$ cat config.mk
export PLATFORM = sky130hd
export DESIGN_NAME = per_sender_replay_table_unit
export DESIGN_NICKNAME = d
export VERILOG_FILES = /design/src/hdl/psrt_pkg.sv /design/src/hdl/per_sender_replay_table_unit.sv /design/src/hdl/psrt_front.sv /design/src/hdl/psrt_engine.sv
export VERILOG_INCLUDE_DIRS = /design/src /design/src/hdl
export SDC_FILE = /design/constraint.sdc
export NUM_CORES = 2
export LEC_CHECK = 0
export CORE_MARGIN = 2
export CORE_UTILIZATION = 50
export CTS_BUF_LIST = sky130_fd_sc_hd__clkbuf_8
export DETAILED_ROUTE_END_ITERATION = 7
export DONT_BUFFER_PORTS = 1
export PLACE_DENSITY = 0.71
export SLEW_MARGIN = 10
export SYNTH_ARGS = -nofsm -noshare
export SYNTH_HDL_FRONTEND = slang
export SYNTH_SLANG_ARGS = --single-unit
$ cat constraint.sdc
create_clock -name i_clk -period 17.39 [get_ports i_clk]
set_clock_uncertainty 0.15 [all_clocks]
set_input_delay 0 -clock i_clk [delete_from_list [all_inputs] [get_ports i_clk]]
set_output_delay 0 -clock i_clk [all_outputs]
set_load 0.01 [all_outputs]
$ cat src/hdl/per_sender_replay_table_unit_macros.svh
// Assertion macros for the per-sender replay table.
// Included by the top level only; depends on nothing else.
`ifndef PER_SENDER_REPLAY_TABLE_UNIT_MACROS_SVH
`define PER_SENDER_REPLAY_TABLE_UNIT_MACROS_SVH
// Assert an implication on the rising clock, ignored while in reset.
`define PSRT_ASSERT_IMP(label, clk, rst_n, ante, cons, msg) \
    label: assert property (@(posedge clk) disable iff (!rst_n) (ante) |-> (cons)) \
        else $error(msg);
// Assert an implication on the next clock cycle, ignored while in reset.
`define PSRT_ASSERT_NEXT(label, clk, rst_n, ante, cons, msg) \
    label: assert property (@(posedge clk) disable iff (!rst_n) (ante) |=> (cons)) \
        else $error(msg);
`endif

$ cat src/hdl/psrt_pkg.sv
// Shared types and constants of the per-sender replay table.
// Used by the front queue, the table engine and the top level.
package psrt_pkg;
    localparam int unsigned ADDR_W = 48;
    localparam int unsigned CNT_W  = 32;
    localparam int unsigned STAMP_W = 32;
    localparam int unsigned IN_TDATA_W = 88;
    localparam int unsigned OUT_TDATA_W = 8;

    typedef enum logic {
        MODE_CHECK  = 1'b0,
        MODE_RECORD = 1'b1
    } t_mode;

    typedef struct packed {
        t_mode              mode;
        logic [ADDR_W-1:0]  addr;
        logic [CNT_W-1:0]   cnt;
    } t_req;

    typedef struct packed {
        logic is_fresh;
        logic known_sender;
    } t_rsp;
endpackage

$ cat src/hdl/per_sender_replay_table_unit.sv
// Per-sender anti-replay table: top level joining front queue and engine.
// Depends on psrt_pkg, psrt_front, psrt_engine and the assertion macros.
//
// Usage:
//   Input stream (s_axis): tdata = {msg_counter, sender_addr}, tuser = mode
//   (0 check only, 1 check and record). One request gives one result.
//   Output stream (m_axis): tdata bit 0 is_fresh, bit 1 known_sender.
//   Freshness is judged from the table as it stood before this request.
//   Path: an accepted request is held in the queue register, then the
//   table engine registers its result.
//   Throughput: one request per cycle unless a stalled result holds the flow;
//   the engine matches all ENTRIES slots in parallel and updates the chosen slot at the same edge.
//   Stall: when m_axis_tready is low the result holds, the engine stops and
//   the two-entry queue fills, after which s_axis_tready drops.
//   Reset: synchronous, active low; clears all valid bits, the stamp clock
//   and the queue. No clearing pass is needed.
`include "per_sender_replay_table_unit_macros.svh"
module per_sender_replay_table_unit #(
    parameter int unsigned ENTRIES = 16
) (
    input  logic        i_clk,
    input  logic        i_rst_n,
    input  logic        s_axis_tvalid,
    output logic        s_axis_tready,
    input  logic [87:0] s_axis_tdata,  // [47:0] sender_addr, [79:48] msg_counter
    input  logic        s_axis_tuser,  // [0] mode
    output logic        m_axis_tvalid,
    input  logic        m_axis_tready,
    output logic [7:0]  m_axis_tdata   // [0] is_fresh, [1] known_sender
);
    psrt_pkg::t_req w_in_req, w_q_req;
    psrt_pkg::t_rsp w_rsp;
    logic           w_q_valid, w_q_ready;

    assign w_in_req.mode = psrt_pkg::t_mode'(s_axis_tuser);
    assign w_in_req.addr = s_axis_tdata[47:0];
    assign w_in_req.cnt  = s_axis_tdata[79:48];

    psrt_front u_front (
        .i_clk   (i_clk),
        .i_rst_n (i_rst_n),
        .i_valid (s_axis_tvalid),
        .o_ready (s_axis_tready),
        .i_req   (w_in_req),
        .o_valid (w_q_valid),
        .i_ready (w_q_ready),
        .o_req   (w_q_req)
    );

    psrt_engine #(.ENTRIES(ENTRIES)) u_engine (
        .i_clk   (i_clk),
        .i_rst_n (i_rst_n),
        .i_valid (w_q_valid),
        .o_ready (w_q_ready),
        .i_req   (w_q_req),
        .o_valid (m_axis_tvalid),
        .i_ready (m_axis_tready),
        .o_rsp   (w_rsp)
    );

    assign m_axis_tdata = {6'b0, w_rsp.known_sender, w_rsp.is_fresh};

    `PSRT_ASSERT_IMP(a_unknown_is_fresh, i_clk, i_rst_n, m_axis_tvalid && !m_axis_tdata[1], m_axis_tdata[0], "unknown sender reported stale")
    `PSRT_ASSERT_NEXT(a_take_gives_result, i_clk, i_rst_n, w_q_valid && w_q_ready, m_axis_tvalid, "engine took request without result")
    `PSRT_ASSERT_NEXT(a_stall_holds, i_clk, i_rst_n, m_axis_tvalid && !m_axis_tready, $stable(m_axis_tdata) && m_axis_tvalid, "stalled result changed")
endmodule

$ cat src/hdl/psrt_front.sv
// Front part: accepts requests and holds them in a two-entry queue.
// Depends on psrt_pkg.
module psrt_front (
    input  logic           i_clk,
    input  logic           i_rst_n,
    input  logic           i_valid,
    output logic           o_ready,
    input  psrt_pkg::t_req i_req,
    output logic           o_valid,
    input  logic           i_ready,
    output psrt_pkg::t_req o_req
);
    psrt_pkg::t_req r_q [2];
    logic           r_wp, r_rp;
    logic [1:0]     r_cnt;
    logic           w_push, w_pop;

    assign o_ready = (r_cnt != 2'd2);
    assign o_valid = (r_cnt != 2'd0);
    assign o_req   = r_q[r_rp];
    assign w_push  = i_valid && o_ready;
    assign w_pop   = o_valid && i_ready;

    always_ff @(posedge i_clk) begin
        if (w_push) begin
            r_q[r_wp] <= i_req;
        end
        if (!i_rst_n) begin
            r_wp  <= 1'b0;
            r_rp  <= 1'b0;
            r_cnt <= 2'd0;
        end else begin
            if (w_push) r_wp <= ~r_wp;
            if (w_pop) r_rp <= ~r_rp;
            r_cnt <= r_cnt + {1'b0, w_push} - {1'b0, w_pop};
        end
    end
endmodule

$ cat src/hdl/psrt_engine.sv
// Back part: table lookup, update and allocation, with an output register.
// Depends on psrt_pkg.
module psrt_engine #(
    parameter int unsigned ENTRIES = 16
) (
    input  logic           i_clk,
    input  logic           i_rst_n,
    input  logic           i_valid,
    output logic           o_ready,
    input  psrt_pkg::t_req i_req,
    output logic           o_valid,
    input  logic           i_ready,
    output psrt_pkg::t_rsp o_rsp
);
    localparam int unsigned IDX_W = (ENTRIES > 1) ? $clog2(ENTRIES) : 1;
    localparam int unsigned LRU_N = 1 << IDX_W;

    logic [ENTRIES-1:0]             r_valid;
    logic [psrt_pkg::ADDR_W-1:0]    r_sender [ENTRIES];
    logic [psrt_pkg::CNT_W-1:0]     r_last   [ENTRIES];
    logic [psrt_pkg::STAMP_W-1:0]   r_stamp  [ENTRIES];
    logic [psrt_pkg::STAMP_W-1:0]   r_clock;
    logic                           r_ovalid;
    psrt_pkg::t_rsp                 r_rsp;

    logic [ENTRIES-1:0]             w_match;
    logic                           w_hit;
    logic [IDX_W-1:0]               w_hit_idx;
    logic                           w_has_free;
    logic [IDX_W-1:0]               w_free_idx;
    logic [IDX_W-1:0]               w_lru_idx;
    logic [IDX_W-1:0]               w_lru_cand  [LRU_N];
    logic [psrt_pkg::STAMP_W-1:0]   w_lru_stamp [LRU_N];
    logic [IDX_W-1:0]               w_slot;
    logic                           w_fresh;
    logic                           w_take;
    logic [psrt_pkg::STAMP_W-1:0]   n_clock;

    // Match all entries in parallel; lowest index wins.
    always_comb begin
        w_hit = 1'b0;
        w_hit_idx = '0;
        w_has_free = 1'b0;
        w_free_idx = '0;
        for (int i = ENTRIES - 1; i >= 0; i--) begin
            w_match[i] = r_valid[i] && (r_sender[i] == i_req.addr);
            if (w_match[i]) begin
                w_hit = 1'b1;
                w_hit_idx = IDX_W'(i);
            end
            if (!r_valid[i]) begin
                w_has_free = 1'b1;
                w_free_idx = IDX_W'(i);
            end
        end
    end

    // Least recently used slot: a compare tree over the stamps, the lower
    // side of each pair wins ties so the lowest index comes out on top.
    always_comb begin
        for (int i = 0; i < LRU_N; i++) begin
            w_lru_cand[i]  = IDX_W'(i);
            w_lru_stamp[i] = '1;
            if (i < ENTRIES) w_lru_stamp[i] = r_stamp[i];
        end
        for (int s = 1; s < LRU_N; s = s * 2) begin
            for (int i = 0; i + s < LRU_N; i = i + 2 * s) begin
                if (w_lru_stamp[i + s] < w_lru_stamp[i]) begin
                    w_lru_stamp[i] = w_lru_stamp[i + s];
                    w_lru_cand[i]  = w_lru_cand[i + s];
                end
            end
        end
        w_lru_idx = w_lru_cand[0];
    end

    assign w_fresh = !w_hit || (i_req.cnt > r_last[w_hit_idx]);
    assign w_slot  = w_hit ? w_hit_idx : (w_has_free ? w_free_idx : w_lru_idx);
    assign o_ready = !r_ovalid || i_ready;
    assign w_take  = i_valid && o_ready;
    assign n_clock = r_clock + 1'b1;
    assign o_valid = r_ovalid;
    assign o_rsp   = r_rsp;

    always_ff @(posedge i_clk) begin
        if (w_take) begin
            r_rsp.is_fresh     <= w_fresh;
            r_rsp.known_sender <= w_hit;
            if (i_req.mode == psrt_pkg::MODE_RECORD) begin
                r_stamp[w_slot] <= n_clock;
                if (!w_hit) begin
                    r_sender[w_slot] <= i_req.addr;
                    r_last[w_slot]   <= i_req.cnt;
                end else if (w_fresh) begin
                    r_last[w_slot] <= i_req.cnt;
                end
            end
        end
        if (!i_rst_n) begin
            r_valid  <= '0;
            r_clock  <= '0;
            r_ovalid <= 1'b0;
        end else begin
            if (w_take) begin
                r_ovalid <= 1'b1;
                if (i_req.mode == psrt_pkg::MODE_RECORD) begin
                    r_clock <= n_clock;
                    r_valid[w_slot] <= 1'b1;
                end
            end else if (i_ready) begin
                r_ovalid <= 1'b0;
            end
        end
    end
endmodule
==> impl_metrics.csv <==
group,metric,value,unit
floorplan,io_pins,103,
power,p_per_area,113,nW/µm²
power,ir_drop,138,µV
critical_path,critPathArrivalTime,15.78,ns
synthesis,netlist_top_cells_area,"edfxtp_1, xnor2_1, ha_1",
worst_hold_path,worstHoldStart,"s_axis_tdata[51]",
critical_path,cp_slowest_stage_delay,1.06,ns
critical_path,r2r_slack,2.20,ns
global_routing,grt_overflow_total,0,
global_routing,grt.total_usage,25.4,%
synthesis,synth_enable_flop_cells,1956,
floorplan,die_w,439,µm
synthesis,synth_cells,6788,
clock_tree,ctsResizeCount,0,
critical_path,crit_path_end_kind,"flip-flop",
detailed_routing,routed_via_density,5.79,
detailed_routing,drc,0,
final_layout,drive_above_1_share,10.6,%
clock_tree,cts_sinks,2010,
sta,fin_hold_ws,0.0459,ns
final_layout,final_cells,10000,
power,p_total,12.0,mW
worst_hold_path,hold_path.class,"in -> reg",
detailed_routing,first_pass_iters,6,
power,leakage,41.1,nW
global_routing,grt_pass1_wl,363,mm
sta,hold_viol,0,
final_layout,nNetsFinal,7885,
critical_path,path_delay_family,"compound AO/OA/AOI/OAI gates",
detailed_routing,wire_per_inst,24.7,µm
worst_hold_path,holdPathEnd,"u_front.r_q[1][3]$_DFFE_PP_",
synthesis,yosysWarnings,0,
clock_tree,htree_levels,5,
floorplan,die_y,439,µm
clock_tree,clock_tree.root_cell,"clkbuf_8",
place,placed_cells,9203,
sta,worst_pin_slew,1.36,ns
sta,min_period,15.19,ns
detailed_routing,ant_nets,0,
sta,final.setup.tns,0,ns
clock_tree,cts_tree,"done",
critical_path,rr_worst_depth,46,
critical_path,cp_num_buf_inv,6,
critical_path,reg2reg_from,"u_engine.r_stamp[13][25]$_DFFE_PP_",
floorplan,rows,159,
critical_path,cp_common_cell,"o21ai_0",
sta,rsz0062_at_grt,"no",
critical_path,crit_required,17.98,ns
critical_path,r2r-end,"u_engine.r_sender[2][27]$_DFFE_PP_",
clock_tree,clockBufferDepth,4,
synthesis,yosysSeqAreaShare,63.2,%
global_routing,grt_max_degree,135,
floorplan,initial_core_util,50.4,%
synthesis,netlist_area,94600,µm²
synthesis,ys.flop_type,"edfxtp_1",
synthesis,synth_top_area_share,62.1,%
sta,slew_viol_final,0,
clock_tree,clk_pin_slew_worst_paths,0.06,ns
critical_path,crit_slowest_cell,"nor3_4",
place,place_congestion,0.895,
synthesis,ys_types,92,
clock_tree,clk_latency,1.08,ns
critical_path,crit_fanout,36,
status,status,"complete, no violations",
critical_path,path_class,"reg -> reg",
synthesis,avgSynthCellArea,13.9,µm²
detailed_routing,drt_iter0_drc,5668,
floorplan,die_area,193000,µm²
floorplan,core,188000,µm²
flow_run,maxCapViolations,0,
sta,fmax,65.8,MHz
critical_path,cp-start-kind,"flip-flop",
synthesis,yosysTopAreaCell,"edfxtp_1",
clock_tree,cts_buffers,344,
detailed_routing,routed_wl,248,mm
sta,finalCritPeriodShare,87.3,%
synthesis,async_flop_share,0,%
place,hpwl,149,mm
synthesis,ys_ff_latch,2010,
detailed_routing,vias,58100,
place,io_buffers,0,
worst_hold_path,holdPathStages,2,
sta,slew-limit-headroom,9.36,%
final_layout,area_growth,12.8,%
global_routing,grt_pass1_vias,58100,
sta,report.final.setup_viol,0,
global_routing,antenna_found_initial,5,
final_layout,fillCellCount,14800,
-- logic make-up (layout without fill, tap and decap cells) --
| logic type | after synthesis | count (layout) | share of synthesized area [%] |
|---|---|---|---|
| flops | 2010 | 2010 | 63.2 |
| simple gates | 1307 | 1307 | 6.72 |
| compound gates | 892 | 892 | 5.58 |
| xor+xnor | 787 | 787 | 7.29 |
| mux | 674 | 674 | 7.78 |
| buf+inv | 620 | 1365 | 2.83 |
| fa+ha+maj | 497 | 497 | 6.57 |
| other cells | 1 | 10 | 0.00396 |
-- state kept, by name (all words and copies together) (netlist names), named ones only --
signal	flops
u_engine.r_sender	768
u_engine.r_last	512
u_engine.r_stamp	512
u_front.r_q	162
u_engine.r_clock	32
u_engine.r_valid	16
u_engine.o_rsp	2
u_front.r_cnt	2
u_engine.o_valid	1
u_front.r_rp	1
u_front.r_wp	1
-- per-stage QoR --
step	util, %	area [µm²]	setup WS (ns)
after floorplan	-	94600	3.45
after global placement	52.3	98300	2.68
after detailed placement	52.3	98300	2.44
after CTS	56.8	107000	2.49
after global routing	56.8	107000	1.30
final	56.8	107000	2.20
-- cells in the mapped netlist, types with 21 or more instances --
library cell  number
edfxtp_1        1956
xnor2_1          734
mux2i_1          532
ha_1             496
nor2_1           394
a21oi_1          390
inv_1            389
nand2_1          341
o21ai_0          234
nor4_1           199
nand4_1          103
mux2_2           101
clkbuf_1          84
nand3_1           80
buf_2             60
dfxtp_1           54
a21o_1            53
xor2_1            53
nor3_1            44
buf_4             40
mux2i_4           38
buf_1             29
a211oi_1          24
a221oi_1          23
o211ai_1          22
nor2b_1           21
o31ai_1           21
-- power by group --
group	total (mW)	internal [mW]	switching, mW	leakage, nW
Combinational	2.33	0.708	1.62	18.7
Sequential	5.85	5.77	0.0767	18.9
Clock	3.84	1.96	1.88	3.46
Total	12.0	8.43	3.58	41.1
-- how the worst max path moves through the flow --
stage / depth (start not counted) / from / endpoint / slack (ns)
floorplan: 49 / u_engine.r_stamp[3][11]$_DFFE_PP_ / u_engine.r_sender[12][0]$_DFFE_PP_ / 3.45
global placement: 47 / u_engine.r_stamp[13][25]$_DFFE_PP_ / u_engine.r_sender[2][24]$_DFFE_PP_ / 2.68
detailed placement: 46 / u_engine.r_stamp[13][25]$_DFFE_PP_ / u_engine.r_sender[2][24]$_DFFE_PP_ / 2.44
CTS: 47 / u_engine.r_stamp[13][25]$_DFFE_PP_ / u_engine.r_sender[2][27]$_DFFE_PP_ / 2.49
global route: 45 / u_engine.r_stamp[13][25]$_DFFE_PP_ / u_engine.r_sender[2][29]$_DFFE_PP_ / 1.30
finish: 46 / u_engine.r_stamp[13][25]$_DFFE_PP_ / u_engine.r_sender[2][27]$_DFFE_PP_ / 2.20
-- cell usage in the layout (no fill, tap or decap), drive strengths merged, types with 14 or more instances in the layout --
master / Yosys / routed
a211oi: 26 / 26
a21o: 53 / 53
a21oi: 392 / 392
a221oi: 23 / 23
a31oi: 14 / 14
and3: 18 / 18
and4: 20 / 20
buf: 146 / 145
clkbuf: 84 / 352
clkinv: 0 / 116
dfxtp: 54 / 54
dlygate4sd3: 0 / 242
edfxtp: 1956 / 1956
ha: 496 / 496
inv: 390 / 498
mux2: 102 / 102
mux2i: 572 / 572
nand2: 341 / 341
nand3: 81 / 81
nand4: 103 / 103
nor2: 394 / 394
nor2b: 21 / 21
nor3: 52 / 52
nor3b: 20 / 20
nor4: 201 / 201
o211ai: 22 / 22
o21ai: 240 / 240
o31ai: 22 / 22
or3: 14 / 14
xnor2: 734 / 734
xor2: 53 / 53
-- timing repair --
item,CTS,global route
setup buffers,0,0
endpoints found under the hold margin,380,0
hold buffers,242,0
-- cell type report --
type | instances | area (µm²) | share of cell area (%)
multi-input combinational | 4163 | 32700 | 30.7
antenna | 4 | 10.0 | 0.00938
tap | 2495 | 3120 | 2.93
inverter | 390 | 1460 | 1.37
clock inverter | 236 | 1140 | 1.07
timing repair buffer | 387 | 3540 | 3.31
clock buffer | 352 | 4840 | 4.54
sequential | 2010 | 59800 | 56.1
-- layer usage --
metal | up-vias | track usage (%) | wire (µm)
met5 | - | 0 | 8
met4 | 2 | 12.0 | 12100
met3 | 667 | 4.39 | 20200
met2 | 2562 | 42.7 | 120000
met1 | 28600 | 32.1 | 96100
li1 | 26300 | - | -
-- worst reg2reg max path: cells and delay by family (launching register included) --
family	cells	cell delay (ns)
buffers and inverters	6	1.97
AOI/OAI and AO/OA	28	8.44
DFF	1	0.40
adders and majority gates	4	1.14
and+or+nand+nor	8	2.85
No activity file was read; power rests on OpenSTA's default activity.
